--- config.mk ---
export PLATFORM = sky130hd
export DESIGN_NAME = dual_incremental_pi_hbridge_drive
export DESIGN_NICKNAME = d
export VERILOG_FILES = /design/src/dpihb_pkg.sv /design/src/dpihb_lane.sv /design/src/dpihb_merge.sv /design/src/dual_incremental_pi_hbridge_drive.sv
export SDC_FILE = /design/constraint.sdc
export NUM_CORES = 2
export LEC_CHECK = 0
export ABC_AREA = 1
export BUFFER_PORTS_ARGS = -buffer_cell sky130_fd_sc_hd__buf_2
export CAP_MARGIN = 20
export CORE_ASPECT_RATIO = 1.2
export CORE_MARGIN = 5
export CORE_UTILIZATION = 45
export CTS_CLUSTER_SIZE = 25
export DETAILED_ROUTE_END_ITERATION = 8
export PLACE_DENSITY = 0.72
export REMOVE_ABC_BUFFERS = 1
export SLEW_MARGIN = 20
export SYNTH_ARGS = -nofsm -noshare
export SYNTH_HDL_FRONTEND = slang
export SYNTH_SLANG_ARGS = --single-unit
--- constraint.sdc ---
create_clock -name clock -period 39.2 [get_ports clock]
set_clock_uncertainty 0.1 [all_clocks]
set_input_delay 5.88 -clock clock [delete_from_list [all_inputs] [get_ports clock]]
set_output_delay 5.88 -clock clock [all_outputs]
set_load 0.1 [all_outputs]
--- src/dpihb_pkg.sv ---
// shared types and constants for the dual pi h-bridge drive
package dpihb_pkg;

   // fixed field widths
   localparam int DATA_W  = 16;
   localparam int GAIN_W  = 16;
   localparam int AMP_W   = 13;
   localparam int ERR_W   = 17;
   localparam int DRIVE_W = 14;
   localparam int CMP_W   = 13;
   localparam int FRAC_W  = 8;

   // configuration port
   localparam int CSR_ADDR_W = 5;
   localparam int CSR_DATA_W = 32;

   localparam logic [CSR_ADDR_W-1:0] CSR_KP_LEFT   = 5'd0;
   localparam logic [CSR_ADDR_W-1:0] CSR_KI_LEFT   = 5'd4;
   localparam logic [CSR_ADDR_W-1:0] CSR_KP_RIGHT  = 5'd8;
   localparam logic [CSR_ADDR_W-1:0] CSR_KI_RIGHT  = 5'd12;
   localparam logic [CSR_ADDR_W-1:0] CSR_AMPLITUDE = 5'd16;

   // register reset values
   localparam logic [GAIN_W-1:0] GAIN_RESET = 16'd2560;
   localparam logic [AMP_W-1:0]  AMP_RESET  = 13'd7200;

   // result transaction, last field in the lowest bits
   typedef struct packed {
      logic [CMP_W-1:0]          right_high_compare;
      logic [CMP_W-1:0]          right_low_compare;
      logic [CMP_W-1:0]          left_high_compare;
      logic [CMP_W-1:0]          left_low_compare;
      logic signed [DRIVE_W-1:0] drive_right;
      logic signed [DRIVE_W-1:0] drive_left;
   } rsp_type;

endpackage

--- src/dpihb_lane.sv ---
// one motor lane: error, incremental pi update, saturated accumulator
module dpihb_lane #(
   parameter int FULL_SCALE = 7200,
   parameter int ACC_W      = 14
) (
   input  logic                                  clock,
   input  logic                                  reset,
   input  logic                                  load,
   input  logic signed [dpihb_pkg::DATA_W-1:0]   target,
   input  logic signed [dpihb_pkg::DATA_W-1:0]   count,
   input  logic [dpihb_pkg::GAIN_W-1:0]          kp,
   input  logic [dpihb_pkg::GAIN_W-1:0]          ki,
   output logic signed [ACC_W-1:0]               accum
);

   localparam int ERR_W  = dpihb_pkg::ERR_W;
   localparam int FRAC_W = dpihb_pkg::FRAC_W;
   localparam int PP_W   = dpihb_pkg::GAIN_W + 1 + ERR_W + 1;
   localparam int IP_W   = dpihb_pkg::GAIN_W + 1 + ERR_W;
   localparam int SUM_W  = (ACC_W + FRAC_W > PP_W ? ACC_W + FRAC_W : PP_W) + 2;
   localparam logic signed [SUM_W-1:0] FS_POS = SUM_W'(FULL_SCALE);
   localparam logic signed [SUM_W-1:0] FS_NEG = -FS_POS;

   logic signed [ACC_W-1:0] accum_ff, accum_in;
   logic signed [ERR_W-1:0] prev_ff, prev_in;
   logic signed [ERR_W-1:0] err;
   logic signed [ERR_W:0]   diff;
   logic signed [PP_W-1:0]  p_prod;
   logic signed [IP_W-1:0]  i_prod;
   logic signed [SUM_W-1:0] sum;
   logic signed [SUM_W-1:0] quo;
   logic                    round_up;

   // error and its change since the last tick
   assign err  = $signed({target[dpihb_pkg::DATA_W-1], target})
               - $signed({count[dpihb_pkg::DATA_W-1], count});
   assign diff = $signed({err[ERR_W-1], err}) - $signed({prev_ff[ERR_W-1], prev_ff});

   // gain products, gains are unsigned q8.8
   assign p_prod = $signed({1'b0, kp}) * diff;
   assign i_prod = $signed({1'b0, ki}) * err;

   // scaled accumulator plus increment
   assign sum = $signed({{(SUM_W-ACC_W-FRAC_W){accum_ff[ACC_W-1]}}, accum_ff, {FRAC_W{1'b0}}})
              + SUM_W'(p_prod) + SUM_W'(i_prod);

   // drop the fraction, truncating toward zero
   assign round_up = sum[SUM_W-1] && (|sum[FRAC_W-1:0]);
   assign quo      = (sum >>> FRAC_W) + $signed({{(SUM_W-1){1'b0}}, round_up});

   // saturate at full scale
   always_comb begin
      if (quo > FS_POS) begin
         accum_in = FS_POS[ACC_W-1:0];
      end else if (quo < FS_NEG) begin
         accum_in = FS_NEG[ACC_W-1:0];
      end else begin
         accum_in = quo[ACC_W-1:0];
      end
      prev_in = err;
   end

   // lane state
   always_ff @(posedge clock) begin
      if (reset) begin
         accum_ff <= '0;
         prev_ff  <= '0;
      end else if (load) begin
         accum_ff <= accum_in;
         prev_ff  <= prev_in;
      end
   end

   assign accum = accum_ff;

endmodule

--- src/dpihb_merge.sv ---
// merging stage: amplitude clamp and h-bridge compares for both lanes
module dpihb_merge #(
   parameter int FULL_SCALE = 7200,
   parameter int ACC_W      = 14
) (
   input  logic                                clock,
   input  logic                                load,
   input  logic [dpihb_pkg::AMP_W-1:0]         amplitude,
   input  logic signed [ACC_W-1:0]             accum_left,
   input  logic signed [ACC_W-1:0]             accum_right,
   output dpihb_pkg::rsp_type                  rsp
);

   localparam int CLP_W = (ACC_W > dpihb_pkg::DRIVE_W ? ACC_W : dpihb_pkg::DRIVE_W) + 1;
   localparam int BR_W  = CLP_W + 1;
   localparam logic signed [BR_W-1:0] FS_BR = BR_W'(FULL_SCALE);

   dpihb_pkg::rsp_type rsp_ff, rsp_in;

   // clamp one accumulator to +-amplitude
   function automatic logic signed [dpihb_pkg::DRIVE_W-1:0] clamp_amp(
      input logic signed [ACC_W-1:0]      acc,
      input logic [dpihb_pkg::AMP_W-1:0]  amp
   );
      logic signed [CLP_W-1:0] a_pos;
      logic signed [CLP_W-1:0] a_neg;
      logic signed [CLP_W-1:0] v;
      a_pos = $signed({{(CLP_W-dpihb_pkg::AMP_W){1'b0}}, amp});
      a_neg = -a_pos;
      v     = CLP_W'(acc);
      if (v < a_neg) begin
         v = a_neg;
      end
      if (v > a_pos) begin
         v = a_pos;
      end
      return v[dpihb_pkg::DRIVE_W-1:0];
   endfunction

   // low side compare of the bridge pair
   function automatic logic [dpihb_pkg::CMP_W-1:0] low_cmp(
      input logic signed [dpihb_pkg::DRIVE_W-1:0] drive
   );
      logic [dpihb_pkg::CMP_W-1:0] r;
      if (drive[dpihb_pkg::DRIVE_W-1]) begin
         r = FS_BR[dpihb_pkg::CMP_W-1:0];
      end else begin
         r = '0;
      end
      return r;
   endfunction

   // high side compare of the bridge pair
   function automatic logic [dpihb_pkg::CMP_W-1:0] high_cmp(
      input logic signed [dpihb_pkg::DRIVE_W-1:0] drive
   );
      logic signed [BR_W-1:0] s;
      if (drive[dpihb_pkg::DRIVE_W-1]) begin
         s = FS_BR + BR_W'(drive);
      end else begin
         s = BR_W'(drive);
      end
      return s[dpihb_pkg::CMP_W-1:0];
   endfunction

   // combine both lanes into one result
   always_comb begin
      rsp_in.drive_left         = clamp_amp(accum_left, amplitude);
      rsp_in.drive_right        = clamp_amp(accum_right, amplitude);
      rsp_in.left_low_compare   = low_cmp(rsp_in.drive_left);
      rsp_in.left_high_compare  = high_cmp(rsp_in.drive_left);
      rsp_in.right_low_compare  = low_cmp(rsp_in.drive_right);
      rsp_in.right_high_compare = high_cmp(rsp_in.drive_right);
   end

   // output payload register
   always_ff @(posedge clock) begin
      if (load) begin
         rsp_ff <= rsp_in;
      end
   end

   assign rsp = rsp_ff;

endmodule

--- src/dual_incremental_pi_hbridge_drive.sv ---
// Dual incremental PI wheel drive with H-bridge compare outputs. Each request
// transaction is one control tick for both motors; the two motor lanes run in
// parallel and a merging stage clamps the drives to the amplitude register and
// forms the bridge compare pairs. One transaction is taken every clock cycle
// while the output is not stalled; lane state is updated on accept and the
// merging stage then registers the result. A result held by the consumer
// stalls new requests. The rate is set by the accumulator loop in each lane,
// a combinational multiply-add with saturation that must close before the
// next tick's update. Gains and the amplitude must be written through the csr
// port by the user while no tick is in flight; the block does not enforce it.
module dual_incremental_pi_hbridge_drive #(
   parameter int FULL_SCALE = 7200
) (
   input  logic                                  clock,
   input  logic                                  reset,
   // target_left, count_left, target_right, count_right
   input  logic [63:0]                           req_tdata,
   input  logic                                  req_tvalid,
   output logic                                  req_tready,
   // drive_left, drive_right, left_low_compare, left_high_compare,
   // right_low_compare, right_high_compare
   output logic [79:0]                           rsp_tdata,
   output logic                                  rsp_tvalid,
   input  logic                                  rsp_tready,
   input  logic                                  csr_psel,
   input  logic                                  csr_penable,
   input  logic                                  csr_pwrite,
   input  logic [dpihb_pkg::CSR_ADDR_W-1:0]      csr_paddr,
   input  logic [dpihb_pkg::CSR_DATA_W-1:0]      csr_pwdata,
   output logic [dpihb_pkg::CSR_DATA_W-1:0]      csr_prdata,
   output logic                                  csr_pready
);

   localparam int ACC_W = $clog2(FULL_SCALE + 1) + 1;
   localparam int DW    = dpihb_pkg::DATA_W;

   logic [dpihb_pkg::GAIN_W-1:0] kp_left_ff, ki_left_ff, kp_right_ff, ki_right_ff;
   logic [dpihb_pkg::AMP_W-1:0]  amplitude_ff;
   logic                         s1_valid_ff, s1_valid_in;
   logic                         out_valid_ff, out_valid_in;
   logic                         advance, accept, csr_write;
   logic signed [ACC_W-1:0]      accum_left, accum_right;
   dpihb_pkg::rsp_type           rsp;

   // configuration registers
   assign csr_pready = 1'b1;
   assign csr_write  = csr_psel && csr_penable && csr_pwrite && csr_pready;

   always_ff @(posedge clock) begin
      if (reset) begin
         kp_left_ff   <= dpihb_pkg::GAIN_RESET;
         ki_left_ff   <= dpihb_pkg::GAIN_RESET;
         kp_right_ff  <= dpihb_pkg::GAIN_RESET;
         ki_right_ff  <= dpihb_pkg::GAIN_RESET;
         amplitude_ff <= dpihb_pkg::AMP_RESET;
      end else if (csr_write) begin
         case (csr_paddr)
            dpihb_pkg::CSR_KP_LEFT:   kp_left_ff   <= csr_pwdata[dpihb_pkg::GAIN_W-1:0];
            dpihb_pkg::CSR_KI_LEFT:   ki_left_ff   <= csr_pwdata[dpihb_pkg::GAIN_W-1:0];
            dpihb_pkg::CSR_KP_RIGHT:  kp_right_ff  <= csr_pwdata[dpihb_pkg::GAIN_W-1:0];
            dpihb_pkg::CSR_KI_RIGHT:  ki_right_ff  <= csr_pwdata[dpihb_pkg::GAIN_W-1:0];
            dpihb_pkg::CSR_AMPLITUDE: amplitude_ff <= csr_pwdata[dpihb_pkg::AMP_W-1:0];
            default: ;
         endcase
      end
   end

   // register read back
   always_comb begin
      case (csr_paddr)
         dpihb_pkg::CSR_KP_LEFT:   csr_prdata = dpihb_pkg::CSR_DATA_W'(kp_left_ff);
         dpihb_pkg::CSR_KI_LEFT:   csr_prdata = dpihb_pkg::CSR_DATA_W'(ki_left_ff);
         dpihb_pkg::CSR_KP_RIGHT:  csr_prdata = dpihb_pkg::CSR_DATA_W'(kp_right_ff);
         dpihb_pkg::CSR_KI_RIGHT:  csr_prdata = dpihb_pkg::CSR_DATA_W'(ki_right_ff);
         dpihb_pkg::CSR_AMPLITUDE: csr_prdata = dpihb_pkg::CSR_DATA_W'(amplitude_ff);
         default:                  csr_prdata = '0;
      endcase
   end

   // pipeline control: lane stage then output register
   assign advance    = !out_valid_ff || rsp_tready;
   assign req_tready = advance;
   assign accept     = req_tvalid && advance;

   always_comb begin
      s1_valid_in  = s1_valid_ff;
      out_valid_in = out_valid_ff;
      if (advance) begin
         s1_valid_in  = accept;
         out_valid_in = s1_valid_ff;
      end
   end

   always_ff @(posedge clock) begin
      if (reset) begin
         s1_valid_ff  <= 1'b0;
         out_valid_ff <= 1'b0;
      end else begin
         s1_valid_ff  <= s1_valid_in;
         out_valid_ff <= out_valid_in;
      end
   end

   // motor lanes
   dpihb_lane #(.FULL_SCALE(FULL_SCALE), .ACC_W(ACC_W)) u_lane_left (
      .clock  (clock),
      .reset  (reset),
      .load   (accept),
      .target ($signed(req_tdata[DW-1:0])),
      .count  ($signed(req_tdata[2*DW-1:DW])),
      .kp     (kp_left_ff),
      .ki     (ki_left_ff),
      .accum  (accum_left)
   );

   dpihb_lane #(.FULL_SCALE(FULL_SCALE), .ACC_W(ACC_W)) u_lane_right (
      .clock  (clock),
      .reset  (reset),
      .load   (accept),
      .target ($signed(req_tdata[3*DW-1:2*DW])),
      .count  ($signed(req_tdata[4*DW-1:3*DW])),
      .kp     (kp_right_ff),
      .ki     (ki_right_ff),
      .accum  (accum_right)
   );

   // clamp and bridge mapping
   dpihb_merge #(.FULL_SCALE(FULL_SCALE), .ACC_W(ACC_W)) u_merge (
      .clock       (clock),
      .load        (advance && s1_valid_ff),
      .amplitude   (amplitude_ff),
      .accum_left  (accum_left),
      .accum_right (accum_right),
      .rsp         (rsp)
   );

   assign rsp_tdata  = rsp;
   assign rsp_tvalid = out_valid_ff;

`ifndef ASSERT_OFF
   // an accepted tick always occupies the lane stage next cycle
   a_accept_fills_stage: assert property (@(posedge clock) disable iff (reset)
      (req_tvalid && req_tready) |=> s1_valid_ff)
      else $error("accepted transaction did not reach the lane stage");

   // accumulators stay within full scale
   a_accum_range: assert property (@(posedge clock) disable iff (reset)
      ($signed(accum_left) <= FULL_SCALE) && ($signed(accum_left) >= -FULL_SCALE)
      && ($signed(accum_right) <= FULL_SCALE) && ($signed(accum_right) >= -FULL_SCALE))
      else $error("accumulator beyond full scale");

   // forward drive keeps the low side compare at zero
   a_bridge_forward: assert property (@(posedge clock) disable iff (reset)
      (rsp_tvalid && !rsp.drive_left[dpihb_pkg::DRIVE_W-1]) |-> (rsp.left_low_compare == '0))
      else $error("bridge compare pair inconsistent with drive sign");
`endif

endmodule
Word-level counts from Yosys, hierarchy flattened
Index checks and enable logic that the tools add are counted.

cells by class
  $add $sub $neg = 13
  $mul = 4
  div/mod/pow operators = 0
  magnitude comparators = 8
  eq/ne operators = 4
  shifts and indexed selects = 0
  multiplexer cells = 13
  bitwise gates (word level) = 0
  reduce and logical (&&, ||, !) cells = 16

operators with widths
  operator                  number
  $mux W14                  6
  $pmux W16 S5              1
  $add A36 B34 Y37          2
  $gt A37 B14 Y1 const B    2
  $lt A37 B14 Y1 const B    2
  $add A22 B35 Y36          2
  $mul A17 B18 Y35          2
  $mul A17 B17 Y34          2
  $add A29 B2 Y30           2
  $mux W13                  4
  $sub A17 B17 Y18          2
  $sub A16 B16 Y17          2
  $gt A15 B14 Y1            2
  $lt A14 B15 Y1            2
  $mux W15                  2
  $add A11 B13 Y13 const A  2
  $reduce_or A8 Y1          2
  $neg A13 Y15              1
  $eq A5 B4 Y1 const B      2
  $reduce_and A2 Y1         5
  $logic_and A1 B1 Y1       6
  $eq A5 B3 Y1 const B      1
  $eq A5 B5 Y1 const B      1
  $logic_not A5 Y1          1
  other kinds (2)           2

storage, ports and cells
  register bits after elaboration = 221
  latch bits = 0
  bits in writable memories = 0
  ROM bits = 0
  input bits = 108
  output and inout bits = 115
  word-level logic and storage cells = 75
  memories kept = 0

Depth between registers and ports, before layout
  depth after elaboration = 11
  depth in mapped cells = 80
  depth with buffers taken out = 78

Hierarchy
Synthesis repeated with hierarchy kept, for this count alone.

second synthesis, totals
  cells, all modules = 8370
  area total of the unflattened synthesis = 62256.0 sq um

modules (own cells, without submodules)
  module                             instances  cells each  area an instance (sq um)  sequential area each (sq um)
  dpihb_lane at u_lane_right         1          3545        26854.5                   620.6
  dpihb_lane at u_lane_left          1          3559        26832.0                   620.6
  dpihb_merge                        1          607         4485.6                    1321.3
  dual_incremental_pi_hbridge_drive  1          659         4083.9                    1581.5

Least setup slack after synthesis
OpenSTA, ideal clock, no wires.

  path type = input to register
  start = input port req_tdata[0]
  end = register u_lane_left.accum_ff[2], in the netlist u_lane_left.accum[2]
  setup time = 67 ps
  data arrival time = 18041 ps
  data required time = 39033 ps
  path slack = 20992 ps
  stages on the path = 72
  buffers on the path = 2
  cell sequence = inv_1 -> ha_1 -> fa_1 -> nand3b_1 -> nand2_1 -> a21oi_1 -> or2_2 -> nand2_1 -> a21oi_1 -> or2_2 -> inv_1 -> o21ai_0 -> nand2_1 -> nand2_1 -> nand2_1 -> a21oi_1 -> or2_2 -> nand2_1 -> [... 36 more ...] -> a21oi_1 -> ha_1 -> ha_1 -> nand2_2 -> nor2_4 -> nand2_2 -> nor2_1 -> nand2_1 -> nand2_1 -> nand3_1 -> nor2_1 -> nand3_1 -> nor2_1 -> nand2_1 -> a21oi_4 -> buf_6 -> nand2_1 -> a21oi_2

RTL lines
  what                           RTL line                                 source
  start: declaration             dual_incremental_pi_hbridge_drive.sv:17  input logic [63:0] req_tdata,
  $sub A16 B16 Y17 *             dpihb_lane.sv:36                         - $signed({count[dpihb_pkg::DATA_W-1], count});
  named net u_lane_left.err[14]  dpihb_lane.sv:26                         logic signed [ERR_W-1:0] err;
  $sub A17 B17 Y18               dpihb_lane.sv:37                         assign diff = $signed({err[ERR_W-1], err}) - $signed({prev_ff[ERR_W-1], prev_ff});
  $mul A17 B18 Y35               dpihb_lane.sv:40                         assign p_prod = $signed({1'b0, kp}) * diff;
  $add A22 B35 Y36               dpihb_lane.sv:45                         + SUM_W'(p_prod) + SUM_W'(i_prod);
  $add A36 B34 Y37 *             dpihb_lane.sv:45
  $logic_and A1 B1 Y1            dpihb_lane.sv:48                         assign round_up = sum[SUM_W-1] && (|sum[FRAC_W-1:0]);
  $add A29 B2 Y30 *              dpihb_lane.sv:49                         assign quo = (sum >>> FRAC_W) + $signed({{(SUM_W-1){1'b0}}, round_up});
  $lt A37 B14 Y1                 dpihb_lane.sv:55                         end else if (quo < FS_NEG) begin
  $mux W14                       dpihb_lane.sv:55
  $mux W14 *                     dpihb_lane.sv:53                         if (quo > FS_POS) begin
  end signal: assignment         dpihb_lane.sv:69                         accum_ff <= accum_in;
  end: declaration               dpihb_lane.sv:24                         logic signed [ACC_W-1:0] accum_ff, accum_in;

The timed path passes the listed nets; every way through them passes the cells marked *.
A chain may end at the register's enable or synchronous reset.

Final worst setup path
  start = input port req_tdata[0]
  end = register u_lane_left.accum_ff[12], in the netlist u_lane_left.accum[12]

between the ends
  longest elaborated chain between the ends = 11

ends and longest elaborated chain
  what                 RTL line
  $sub A16 B16 Y17 *   dpihb_lane.sv:36
  $sub A17 B17 Y18     dpihb_lane.sv:37
  $mul A17 B18 Y35     dpihb_lane.sv:40
  $add A22 B35 Y36     dpihb_lane.sv:45
  $add A36 B34 Y37 *   dpihb_lane.sv:45
  $reduce_or A8 Y1     dpihb_lane.sv:48
  $logic_and A1 B1 Y1  dpihb_lane.sv:48
  $add A29 B2 Y30 *    dpihb_lane.sv:49
  $lt A37 B14 Y1       dpihb_lane.sv:55
  $mux W14             dpihb_lane.sv:55
  $mux W14 *           dpihb_lane.sv:53

Every way passes the cells marked *; elsewhere a longest branch is shown, timed or not.

==> run metrics <==
status=complete, no violations; vias in the first global route=53.32k; drc violations=0; setup TNS=0 ns; Via density=5.251; crit-path max cell delay=0.70 ns; GP Congestion=1.006; Worst EP required=39.54 ns; Initial Util=45.27%; R2R depth=59; Setup Buffers After CTS=0; initial drt markers=4148; CTS tree=yes; Yosys warnings=0; EDFF count, synth=44; first-pass GRT wire length=301.3 mm; clock buffer depth=2; Cell Rows=147; Die H=412.1 µm; ANT nets after route=0; Tcrit/Tclk final=54.11%; Worst R2R End=u_lane_right.accum[2]; commonest non-fill, non-tap cell in the layout=inv_1; top_reg_cell synth=dfxtp_1; Critical-path top delay cell=fa_1; final hold vios=0; Least-Margin Pin Slew=1.088 ns; relative slew slack=26.72%; clock latency on the worst-skew pair=0.56 ns; Worst Setup Start Kind=input port; antenna violations before repair=8; worst r2r src=u_lane_right.prev_ff[2]; filler-free cell count of the finished design=9806; Fmax=47.14 MHz; I/O Pins=223; max-slew violations=0; Pre-antenna DRT Iters=6; Final HPWL DP=169.6 mm; leading area contributor after synthesis=fa_1; via count=51.49k; max cap viols=0; Final Setup Violations=0; RSZ-0062 raised after global routing=no; Mapped Cells=7966; CP Launch Point=req_tdata[0]; CP Max Fanout=14; crit path to=u_lane_left.accum[12]; CTS buffer count=17; Setup crit end kind=flop; # hold bufs at CTS=0; CP Class=input port to flop; Final min period=21.21 ns; Root Driver=clkbuf_16; share of layout cells above drive strength 1=5.642%; sequential share of the synthesized area=6.836%; largest net degree at the start of global routing=64; Chip Width=345.0 µm; cts repair resizes=0; Cell Area, Synth=60620 µm²; share of the synthesized area in the top cell type=40.49%; most frequent cells in the layout=inv_1, nand2_1, fa_1; Die ar.=142200 µm²; synth unique cells=55; placed cell count=9767; clock-pin slew on the worst setup and hold paths=0.08 ns; port bufs=171; H-Tree Depth=4; CTS sink count=185; Area growth, synth to finish=5.076%; CP dominant cell by count=nand2_1; final global-route overflow total=0; Data arrival, critical path=21.55 ns; syn_area_per_cell=7.609 µm²; drt wl/cell=19.93 µm; Seq cells post-synth=185; gr usage total=27.55%; total core area=133900 µm²; Hold Crit Class=flop to flop; ys async rst share=0%; largest cells by area after synthesis=fa_1, inv_1, ha_1, nand2_1, nor2_1; WL final=195.5 mm; Final nets=9863; flop-to-flop setup slack=25.93 ns
==> stage by stage <==
step | setup WS, ns | util, % | area, µm² | hold slack, ns
floorplan | 20.96 | - | 59610 | 0.3375
global placement | 17.49 | 47.09 | 63050 | 0.3534
detailed placement | 17.37 | 47.09 | 63050 | 0.3706
CTS | 17.94 | 47.56 | 63680 | 0.3825
global route | 16.83 | 47.56 | 63680 | 0.3955
finish | 17.99 | 47.57 | 63690 | 0.3750
==> cell usage after synthesis (all sizes together), types with 4 or more instances <==
master,number
inv,2098
nand2,1751
fa,1226
nor2,817
ha,531
a21oi,287
o21ai,221
nand3,218
clkbuf,152
dfxtp,141
nand4,93
buf,80
clkinv,50
or2,50
edfxtp,44
xor2,39
nor3,35
xnor2,22
o22ai,14
a221oi,13
o211ai,13
and2,12
nand3b,12
nor4,8
o21bai,6
o31ai,6
a21boi,4
==> state kept, by name, indices dropped and copies added (netlist names) <==
register / count
rsp_tvalid: 1
u_lane_right.prev_ff: 17
amplitude_ff: 13
u_lane_left.prev_ff: 17
kp_left_ff: 16
ki_right_ff: 16
ki_left_ff: 16
u_merge.rsp: 44
u_lane_right.accum: 14
kp_right_ff: 16
s1_valid_ff: 1
u_lane_left.accum: 14
==> per-layer routing <==
| metal | GRT usage (%) | wire length [µm] | vias to the layer above |
|---|---|---|---|
| met1 | 32.04 | 71300 | 25130 |
| met4 | 17.35 | 14940 | 2 |
| li1 | - | - | 23410 |
| met5 | 0 | 10 | - |
| met3 | 6.166 | 17320 | 661 |
| met2 | 46.29 | 91880 | 2290 |
==> worst max-delay path, delay by kind of cell <==
| kind | cells | cell delay [ns] |
|---|---|---|
| AND/OR/NAND/NOR | 39 | 6.55 |
| adder cells (fa/ha/maj) | 14 | 6.50 |
| buffers and inverters | 11 | 1.62 |
| AO/OA/AOI/OAI | 7 | 0.94 |
==> cells by family after synthesis <==
logic type | after synthesis | synth area share (%)
buffers and inverters | 2382 | 15.16
AO/OA/AOI/OAI | 579 | 5.202
AND/OR/NAND/NOR | 3000 | 20.44
flip-flops | 185 | 6.836
other | 2 | 0.01239
XOR/XNOR | 61 | 0.8938
adder cells (fa/ha/maj) | 1757 | 51.45
==> worst min-delay path by stage <==
stage                      from     endpoint  slack (ns)  cells past startpoint
floorplan           s1_valid_ff  s1_valid_ff        0.34                      2
global placement    s1_valid_ff  s1_valid_ff        0.35                      2
detailed placement  s1_valid_ff  s1_valid_ff        0.37                      2
CTS                 s1_valid_ff  s1_valid_ff        0.38                      2
global route        s1_valid_ff  s1_valid_ff        0.40                      2
finish              s1_valid_ff  s1_valid_ff        0.38                      2
==> area by class of cell <==
cell class / count / area (µm²)
Inverter: 2148 / 8063
Clock buffer: 17 / 425.4
Sequential cell: 185 / 4144
Antenna cell: 7 / 17.52
Multi-Input combinational cell: 5432 / 47430
Tap cell: 1788 / 2237
Clock inverter: 15 / 200.2
Fill cell: 13380 / 70200
Timing Repair Buffer: 214 / 1179
Power is left out: the tool's default activity adds up to more than one toggle a clock period on the data nets, which glitch-free logic cannot reach.
